===== src/rtl/ecc_psm_mod_mul.sv =====
`timescale 1ns / 1ps
// ----------------------------------------------------------------------------
// ecc_psm_mod_mul
// Bit-serial modular multiplier: prod = u * v mod n, one bit of v per cycle,
// msb first. With u = 1 it reduces v modulo n.
// ----------------------------------------------------------------------------
module ecc_psm_mod_mul #(
  parameter int W = 32
) (
  input  logic         clk,
  input  logic         rst,
  input  logic         start,
  input  logic [W-1:0] u,
  input  logic [W-1:0] v,
  input  logic [W-1:0] n,
  output logic         done,
  output logic [W-1:0] prod
);

  localparam int CW = $clog2(W);

  logic         run;
  logic [CW-1:0] cnt;
  logic [W-1:0] acc;
  logic [W-1:0] ureg;
  logic [W-1:0] vsh;
  logic [W-1:0] acc_next;
  logic         n_small;

  function automatic logic [W-1:0] addm(input logic [W-1:0] a, input logic [W-1:0] b,
                                        input logic [W-1:0] m);
    logic [W:0] s;
    s = {1'b0, a} + {1'b0, b};
    if (s >= {1'b0, m}) s = s - {1'b0, m};
    return s[W-1:0];
  endfunction

  assign n_small  = (n < W'(2));
  assign acc_next = addm(addm(acc, acc, n), vsh[W-1] ? ureg : '0, n);
  assign prod     = n_small ? '0 : acc;

  always_ff @(posedge clk) begin
    if (rst) begin
      run  <= 1'b0;
      done <= 1'b0;
      cnt  <= '0;
    end else begin
      done <= 1'b0;
      if (start) begin
        run  <= 1'b1;
        cnt  <= CW'(W - 1);
        acc  <= '0;
        ureg <= u;
        vsh  <= v;
      end else if (run) begin
        acc <= acc_next;
        vsh <= {vsh[W-2:0], 1'b0};
        if (cnt == '0) begin
          run  <= 1'b0;
          done <= 1'b1;
        end else begin
          cnt <= cnt - 1'b1;
        end
      end
    end
  end

endmodule


===== config.mk =====
export PLATFORM = sky130hd
export DESIGN_NAME = ecc_psm_mod_mul
export DESIGN_NICKNAME = d
export VERILOG_FILES = /design/src/rtl/ecc_psm_mod_mul.sv
export SDC_FILE = /design/constraint.sdc
export NUM_CORES = 1
export LEC_CHECK = 0
export BUFFER_PORTS_ARGS = -buffer_cell sky130_fd_sc_hd__buf_4
export CAP_MARGIN = 20
export CORE_ASPECT_RATIO = 0.7
export CORE_MARGIN = 2
export CORE_UTILIZATION = 61
export CTS_BUF_LIST = sky130_fd_sc_hd__clkbuf_4 sky130_fd_sc_hd__clkbuf_8
export DETAILED_ROUTE_END_ITERATION = 10
export PLACE_DENSITY_LB_ADDON = 0.08
export SYNTH_ARGS = -nofsm -noshare
export SYNTH_HDL_FRONTEND = slang
export SYNTH_SLANG_ARGS = --single-unit

===== constraint.sdc =====
create_clock -name clk -period 8.5 [get_ports clk]
set_input_delay 0.85 -clock clk [delete_from_list [all_inputs] [get_ports clk]]
set_output_delay 0.85 -clock clk [all_outputs]
set_load 0.01 [all_outputs]

# After elaboration in Yosys (flattened, before gate mapping)
# Cells that the tools add are included.
# totals
register_bits	103
latchBits	0
mem_bits_rw	0
romBits	0
in_bits	99
out_inout_bits	33
wordCells	37
memories	0
# classes
add_sub_neg	5
mul	0
div_mod_pow	0
n_lt_le_gt_ge	3
eq_ne	1
n_shift	0
mux	14
bitwise	2
reduce_logical	6
# ops
op	count
32-bit two-way mux	7
32-bit by 32-bit adder with 33-bit output	2
33-bit by 32-bit >= comparator with 1-bit output	2
32-bit subtractor	2
32-bit by 2-bit less-than comparator with 1-bit output, second input constant	1
5-bit two-way mux	3
2-bit AND reduction	3
5-bit zero test	1
5-bit by 1-bit subtractor with 5-bit output, second input constant	1
1-bit two-way mux	4
3-bit OR reduction	1
2-bit inequality test, second input constant	1
1-bit NOT	2
2-bit nonzero test	1

# Longest topological paths before layout
# Gate-level depths: netlist of run 1.
# depth
ltp_word	7
depth_mapped	37
depth_no_buf	31

# Worst setup path after synthesis of run 1
# No wires, ideal clock.
# synth_path
kind	input-to-reg
from	input n[20]
to	register acc[17], data pin
setup_time_ns	0.256
arrival_time_ns	7.036
t_required_ns	8.244
setup_slack_ns	1.208
path_stages	33
n_path_buf	5
path_cell_list	inv_1 > ha_1 > a21oi_1 > o21ai_0 > a21o_1 > a211oi_1 > o221a_2 > o31ai_2 > a41oi_2 > buf_4 > buf_4 > nor2_1 > ha_1 > fa_1 > a211o_1 > a2111oi_4 > o21ba_2 > o221ai_2 > a21oi_2 > nor3b_1 > a311oi_1 > ha_1 > buf_4 > a21oi_1 > o21ai_0 > nor2_1 > and2_1 > a21oi_2 > a41oi_2 > nand2_1 > buf_4 > buf_4 > a22o_1
# synth_via
elab_chain_len	6
word_cells_on_any_way	8
cone_classes	add/sub (3); order compare (2); mux (3)
# synth_lines
item	line_no	text
start, declared	15	input logic [W-1:0] n,
33-bit by 32-bit >= comparator with 1-bit output / 32-bit subtractor (equally long branches)	34	if (s >= {1'b0, m}) s = s - {1'b0, m};
32-bit two-way mux	34	
32-bit by 32-bit adder with 33-bit output	33	s = {1'b0, a} + {1'b0, b};
32-bit subtractor / 33-bit by 32-bit >= comparator with 1-bit output (equally long branches)	34	
32-bit two-way mux (*)	34	
32-bit two-way mux (*)	55	end else if (run) begin
end signal, assigned	56	acc <= acc_next;
end, declared	24	logic [W-1:0] acc;
# Mark *: on every way between the ends. The rest lies on a longest branch, timed or not. The select of a mux whose other input is x is not followed.
# A chain may end at the register's enable or synchronous reset.

# Worst setup path after layout of run 1
# layout_path
from	input n[1]
to	register acc[27], data pin
# layout_via
elab_chain_len	6
word_cells_on_any_way	8
cone_classes	add/sub (3); order compare (2); mux (3)
# layout_lines
item	line_no
32-bit subtractor / 33-bit by 32-bit >= comparator with 1-bit output (equally long branches)	34
32-bit two-way mux	34
32-bit by 32-bit adder with 33-bit output	33
32-bit subtractor / 33-bit by 32-bit >= comparator with 1-bit output (equally long branches)	34
32-bit two-way mux (*)	34
32-bit two-way mux (*)	55
# Marked as above.

==> qor.txt, run 1 <==
Synth Area in Compound Gates -> 0.232
Final ANT Viol Nets -> 0
DR iter-0 viols -> 953
Fillers -> 1,335
Io pins -> 132
Die ar. -> 17,600 sq um
ANT cells -> 0
Dpl cell area -> 11,200 sq um
Synth cell types -> 85
Final Hold Vio Count -> 0
Area occupied by multi-input gates -> 6620 sq um
Die height -> 112 um
Post-Synth Simple-Gate Area -> 0.175
Clock tree buffer depth -> 2
Xor/xnor share of the synthesized area -> 0.0668
Largest stage delay on the critical path -> 510 ps
Smallest hold slack -> 555 ps
Yosys warnings -> 0
Area Overhead vs Synth -> 13.1%
Largest family of logic cells by synthesized area -> compound AO/OA/AOI/OAI gates
Global-route wire length before repair -> 45,700 um
Hold Crit Class -> reg2reg
Reg area -> 3020 sq um
Syn Inst Count -> 1,139
Synthesized cell area -> 10,100 sq um
Layout cells sized above 1 -> 0.181
Achievable frequency -> 124 MHz
TritonRoute pass-1 iters -> 6
Clock H-tree levels -> 3
Wire length per cell -> 20.4 um
Post-DP HPWL -> 23,900 um
Worst slack at placement -> 210 ps
Clk sinks -> 103
CTS tree -> yes
Post-synthesis adder-cell area fraction -> 0.127
Min Tclk post-route -> 8060 ps
Setup TNS -> 0 ps
RePlAce Congestion -> 1.05
# setup viols final -> 0
Slew @ Worst Pin -> 982 ps
RSZ-0062 raised after global routing -> false
Async S/R FF share, synth -> 0
Largest cells by area after synthesis -> edfxtp_1, ha_1, a21oi_1
Proportion of netlist area held by the largest area contributor -> 0.286
Relative slew margins -> 0.344
Worst path required time -> 8760 ps
Register area share after synthesis -> 0.299
Final instance area -> 11,400 sq um
Post-synthesis mux area share -> 0.0508
Crit start category -> input pin
CTS clk-pin slew, worst paths -> 110 ps
Top cells by count, synth -> ha_1, a21oi_1, edfxtp_1, nand2_1, nor2_1
Initial antenna violation count -> 1
CTS root buf -> clkbuf_8
Buffers on Ports -> 131
Average size of a mapped cell -> 8.86 sq um
Leading area contributor after synthesis -> edfxtp_1
Final Cycle Share -> 0.948
Initial Util -> 0.621
Core area -> 16,200 sq um
Die Wd -> 158 um
GRT overflow -> 0
Post-CTS Hold Fix Bufs -> 0
Crit path kind -> in2reg
Nets -> 1,440
Hold Startpoint -> run$_SDFF_PP0_
EDFF count, synth -> 96
Row cnt -> 39
Mapped Nets -> 1,339
Flops & latches, synth -> 103
Fin. max-slew vios -> 0
Worst path slowest cell -> o31ai_2
Largest net degree at the start of global routing -> 63
Vias -> 9,302
Later-pin clock latency in the skew report -> 400 ps
Dominant synthesized flop cell -> edfxtp_1
Critical Path Source -> n[1]
DRC Markers -> 0
WHS Path Cells -> 1
Final wirelength -> 30,000 um
Post-route worst setup slack -> 438 ps
Clock skew -> 18.3 ps
Gr usage total -> 0.339
Path depth of the worst reg2reg path -> 29
Vias in the first global route -> 8,495
Outcome -> complete, no violations
Maximum fanout along the worst path -> 34
RR Startpoint -> acc[4]$_SDFFCE_PP0P_
Reported max-cap violation count -> 0
WP data arrival -> 8320 ps
Top-count cell post-synth -> ha_1
Vias/cell -> 6.33
Num CTS Buffers -> 9
Endpoint type of the worst setup path -> flip-flop
[worst paths after layout]
path | to | slack, ps
worst min register to register | done$_SDFF_PP0_ | 550
worst max register to register | acc[27]$_SDFFCE_PP0P_ | 540
worst max-delay path | acc[27]$_SDFFCE_PP0P_ | 440
worst min-delay path | done$_SDFF_PP0_ | 550
[cell usage in the layout (no fill, tap or decap), types with 13 or more instances in the layout]
cell / synthesis / routed
and2_1: 39 / 39
buf_4: 10 / 140
a21o_1: 43 / 43
nand4_1: 26 / 26
mux2i_1: 13 / 13
nand2_1: 92 / 92
xor2_1: 28 / 28
nand3_1: 18 / 18
nor3_1: 17 / 17
a21oi_1: 96 / 96
o21ai_0: 61 / 61
inv_1: 60 / 60
mux2_2: 34 / 34
xnor2_1: 49 / 49
ha_1: 98 / 98
o21bai_1: 14 / 14
a211oi_1: 16 / 16
nor2b_1: 36 / 36
o21a_1: 18 / 18
nor2_1: 81 / 78
edfxtp_1: 96 / 96
[state kept, by name, indices dropped and copies added, names as in the netlist]
register	cells
run	1
done	1
cnt	5
ureg	32
vsh	32
acc	32
[kinds of logic after synthesis]
| family | count (synthesis) |
|---|---|
| adders and majority gates | 101 |
| xor gates and xnor gates | 77 |
| DFF | 103 |
| AOI/OAI and AO/OA | 348 |
| and+or+nand+nor | 351 |
| muxes | 47 |
| buffers and inverters | 112 |
[routing by layer]
metal / track usage / vias up / wire, um
li1: - / 4403 / -
met1: 0.498 / 4396 / 13500
met2: 0.487 / 470 / 12400
met3: 0.113 / 33 / 3780
met4: 0.0642 / 0 / 360
met5: 0 / - / 0
[area by class of cell]
cell class,instances,share of cell area
Tap cell,225,0.0246
Multi-Input combinational cell,924,0.579
Clock inverter,7,0.00756
Inverter,61,0.0200
Sequential cell,103,0.265
Timing Repair Buffer,141,0.0930
Clock buffer,9,0.0108
[per-stage QoR]
step	std cells	utilization
finish	1470	0.703
global route	1470	0.703
CTS	1469	0.702
detailed placement	1453	0.689
global placement	1453	0.689
floorplan	1139	-
[what timing repair did]
item / CTS / global route
setup endpoints to repair: 0 / 2
gates resized for setup: 0 / 2
setup buffers: 0 / 1
[critical path: cells and delay by family]
kind                       cells  cell delay, ps
adders and majority gates      3            1100
xor gates and xnor gates       1             210
AOI/OAI and AO/OA             19            4830
and+or+nand+nor                4             670
buffers and inverters          4             620
Power of run 1 is left out: the tool's default activity adds up to more than one toggle a clock period on the data nets, which glitch-free logic cannot reach.
==> run 2: changes to the inputs <==
--- a/config.mk
+++ b/config.mk
@@ -8,7 +8,6 @@
 export BUFFER_PORTS_ARGS = -buffer_cell sky130_fd_sc_hd__buf_4
 export CAP_MARGIN = 20
 export CORE_ASPECT_RATIO = 0.7
-export CORE_MARGIN = 2
 export CORE_UTILIZATION = 61
 export CTS_BUF_LIST = sky130_fd_sc_hd__clkbuf_4 sky130_fd_sc_hd__clkbuf_8
 export DETAILED_ROUTE_END_ITERATION = 10
==> qor.txt, run 2 (same netlist as run 1, synthesis figures left out) <==
Final ANT Viol Nets -> 0 (unchanged)
Fin. max-slew vios -> 0 (unchanged)
Reported max-cap violation count -> 0 (unchanged)
Setup TNS -> 0 ps (unchanged)
Wire length per cell -> 20.4 um (about the same)
Biggest regs -> acc x32, ureg x32, vsh x32 (unchanged)
Clk sinks -> 103 (unchanged)
Met2 Usage GRT -> 0.520 (was 0.487)
Num CTS Buffers -> 9 (unchanged)
Grt peak-use layer -> met2 (was met1)
Path depth of the worst reg2reg path -> 28 (was 29)
Worst path slowest cell -> a2111oi_4 (was o31ai_2)
Largest net degree at the start of global routing -> 66 (was 63)
Area Overhead vs Synth -> 13.1% (about the same)
Global-route wire length before repair -> 44,600 um (was 45,700 um)
Row cnt -> 38 (was 39)
RePlAce Congestion -> 1.07 (was 1.05)
CTS tree -> yes (unchanged)
Vias/cell -> 6.37 (was 6.33)
Die height -> 110 um (was 112 um)
Crit start category -> input pin (unchanged)
Maximum fanout along the worst path -> 17 (was 34)
Layout cells sized above 1 -> 0.180 (was 0.181)
Nets -> 1,438 (was 1,440)
DRC Markers -> 0 (unchanged)
Clock skew -> 15.4 ps (was 18.3 ps)
R2r endpoint -> acc[30]$_SDFFCE_PP0P_ (was acc[27]$_SDFFCE_PP0P_)
Post-DP HPWL -> 23,800 um (was 23,900 um)
Hold Startpoint -> run$_SDFF_PP0_ (unchanged)
Met3 Usage GRT -> 0.109 (was 0.113)
Die Wd -> 156 um (was 158 um)
RSZ-0062 raised after global routing -> false (unchanged)
Worst slack at placement -> 160 ps (was 210 ps)
CTS clk-pin slew, worst paths -> 110 ps (about the same)
Io pins -> 132 (unchanged)
Later-pin clock latency in the skew report -> 390 ps (was 400 ps)
Core area -> 15,800 sq um (was 16,200 sq um)
Final Cycle Share -> 0.949 (was 0.948)
Slew @ Worst Pin -> 1000 ps (was 982 ps)
Relative slew margins -> 0.329 (was 0.344)
DR iter-0 viols -> 1,166 (was 953)
TritonRoute pass-1 iters -> 6 (unchanged)
Final Hold Vio Count -> 0 (unchanged)
Achievable frequency -> 124 MHz (about the same)
Die ar. -> 17,100 sq um (was 17,600 sq um)
CTS root buf -> clkbuf_8 (unchanged)
Vias -> 9,314 (was 9,302)
Largest stage delay on the critical path -> 510 ps (about the same)
Gr usage total -> 0.350 (was 0.339)
Post CTS Setup Buffer Count -> 0 (unchanged)
Min Tclk post-route -> 8060 ps (about the same)
Met1 GRT Util -> 0.497 (was 0.498)
Hold Path Sink -> done$_SDFF_PP0_ (unchanged)
Fillers -> 1,218 (was 1,335)
Crit path kind -> in2reg (unchanged)
R2R Setup Slk -> 660 ps (was 540 ps)
GRT overflow -> 0 (unchanged)
Post-CTS Hold Fix Bufs -> 0 (unchanged)
Hold Crit Class -> reg2reg (unchanged)
Clock H-tree levels -> 3 (unchanged)
Clock tree buffer depth -> 2 (unchanged)
Outcome -> complete, no violations (unchanged)
Endpoint type of the worst setup path -> flip-flop (unchanged)
Smallest hold slack -> 549 ps (was 555 ps)
Post-route worst setup slack -> 436 ps (was 438 ps)
Final wirelength -> 29,900 um (was 30,000 um)
Commonest non-fill, non-tap cell in the layout -> buf_4 (unchanged)
WP data arrival -> 8220 ps (was 8320 ps)
Buffers on Ports -> 131 (unchanged)
Initial antenna violation count -> 0 (was 1)
WHS Path Cells -> 1 (unchanged)
RR Startpoint -> acc[19]$_SDFFCE_PP0P_ (was acc[4]$_SDFFCE_PP0P_)
Commonest cells after routing, fill and taps aside -> buf_4, ha_1, a21oi_1, edfxtp_1, nand2_1 (unchanged)
Vias in the first global route -> 8,349 (was 8,495)
# setup viols final -> 0 (unchanged)
ANT cells -> 0 (unchanged)
Initial Util -> 0.638 (was 0.621)
Worst path required time -> 8650 ps (was 8760 ps)
[run 2: layout make-up]
type | count | area, sq um | share of cell area
inverter | 61 | 229 | 0.0200
clock buffer | 11 | 139 | 0.0122
multi-input combinational | 924 | 6620 | 0.579
clock inverter | 5 | 81.3 | 0.00712
sequential | 103 | 3020 | 0.265
timing repair buffer | 139 | 1060 | 0.0925
tap | 220 | 275 | 0.0241
[run 2: metal layers]
metal,wire (um),share of wire
met5,0,0
met4,470,0.016
met3,3860,0.13
met2,12300,0.41
met1,13300,0.44
[run 2: worst max-delay path by stage]
stage          depth (start not counted)               endpoint  slack [ps]  start
4_1_cts                               30  acc[30]$_SDFFCE_PP0P_         570   n[1]
3_3_place_gp                          30  acc[30]$_SDFFCE_PP0P_         360  n[20]
3_5_place_dp                          30  acc[30]$_SDFFCE_PP0P_         160   n[1]
6_report                              30  acc[30]$_SDFFCE_PP0P_         440   n[1]
2_1_floorplan                         33  acc[17]$_SDFFCE_PP0P_        1210  n[20]
5_1_grt                               29  acc[31]$_SDFFCE_PP0P_         120  n[20]
[run 2: metrics by stage]
| stage | instance area [sq um] | utilization | cells |
|---|---|---|---|
| 4_1_cts | 11400 | 0.721 | 1463 |
| 2_1_floorplan | 10100 | - | 1139 |
| 5_1_grt | 11400 | 0.721 | 1463 |
| 6_report | 11400 | 0.721 | 1463 |
| 3_3_place_gp | 11200 | 0.707 | 1447 |
| 3_5_place_dp | 11200 | 0.707 | 1447 |
[run 2: repair_timing]
item / 4_1_cts / 5_1_grt
setup endpoints to repair: 0 / 1
hold endpoints to repair: 0 / 0
gates resized for setup: 0 / 1
[run 2: critical path: cells and delay by family]
family | cells | cell delay [ps]
AO/OA/AOI/OAI | 20 | 4800
XOR/XNOR | 1 | 210
adder cells (fa/ha/maj) | 3 | 1130
buffers and inverters | 3 | 520
multiplexers | 1 | 420
AND/OR/NAND/NOR | 2 | 270
Power of run 2 is left out for the same reason.
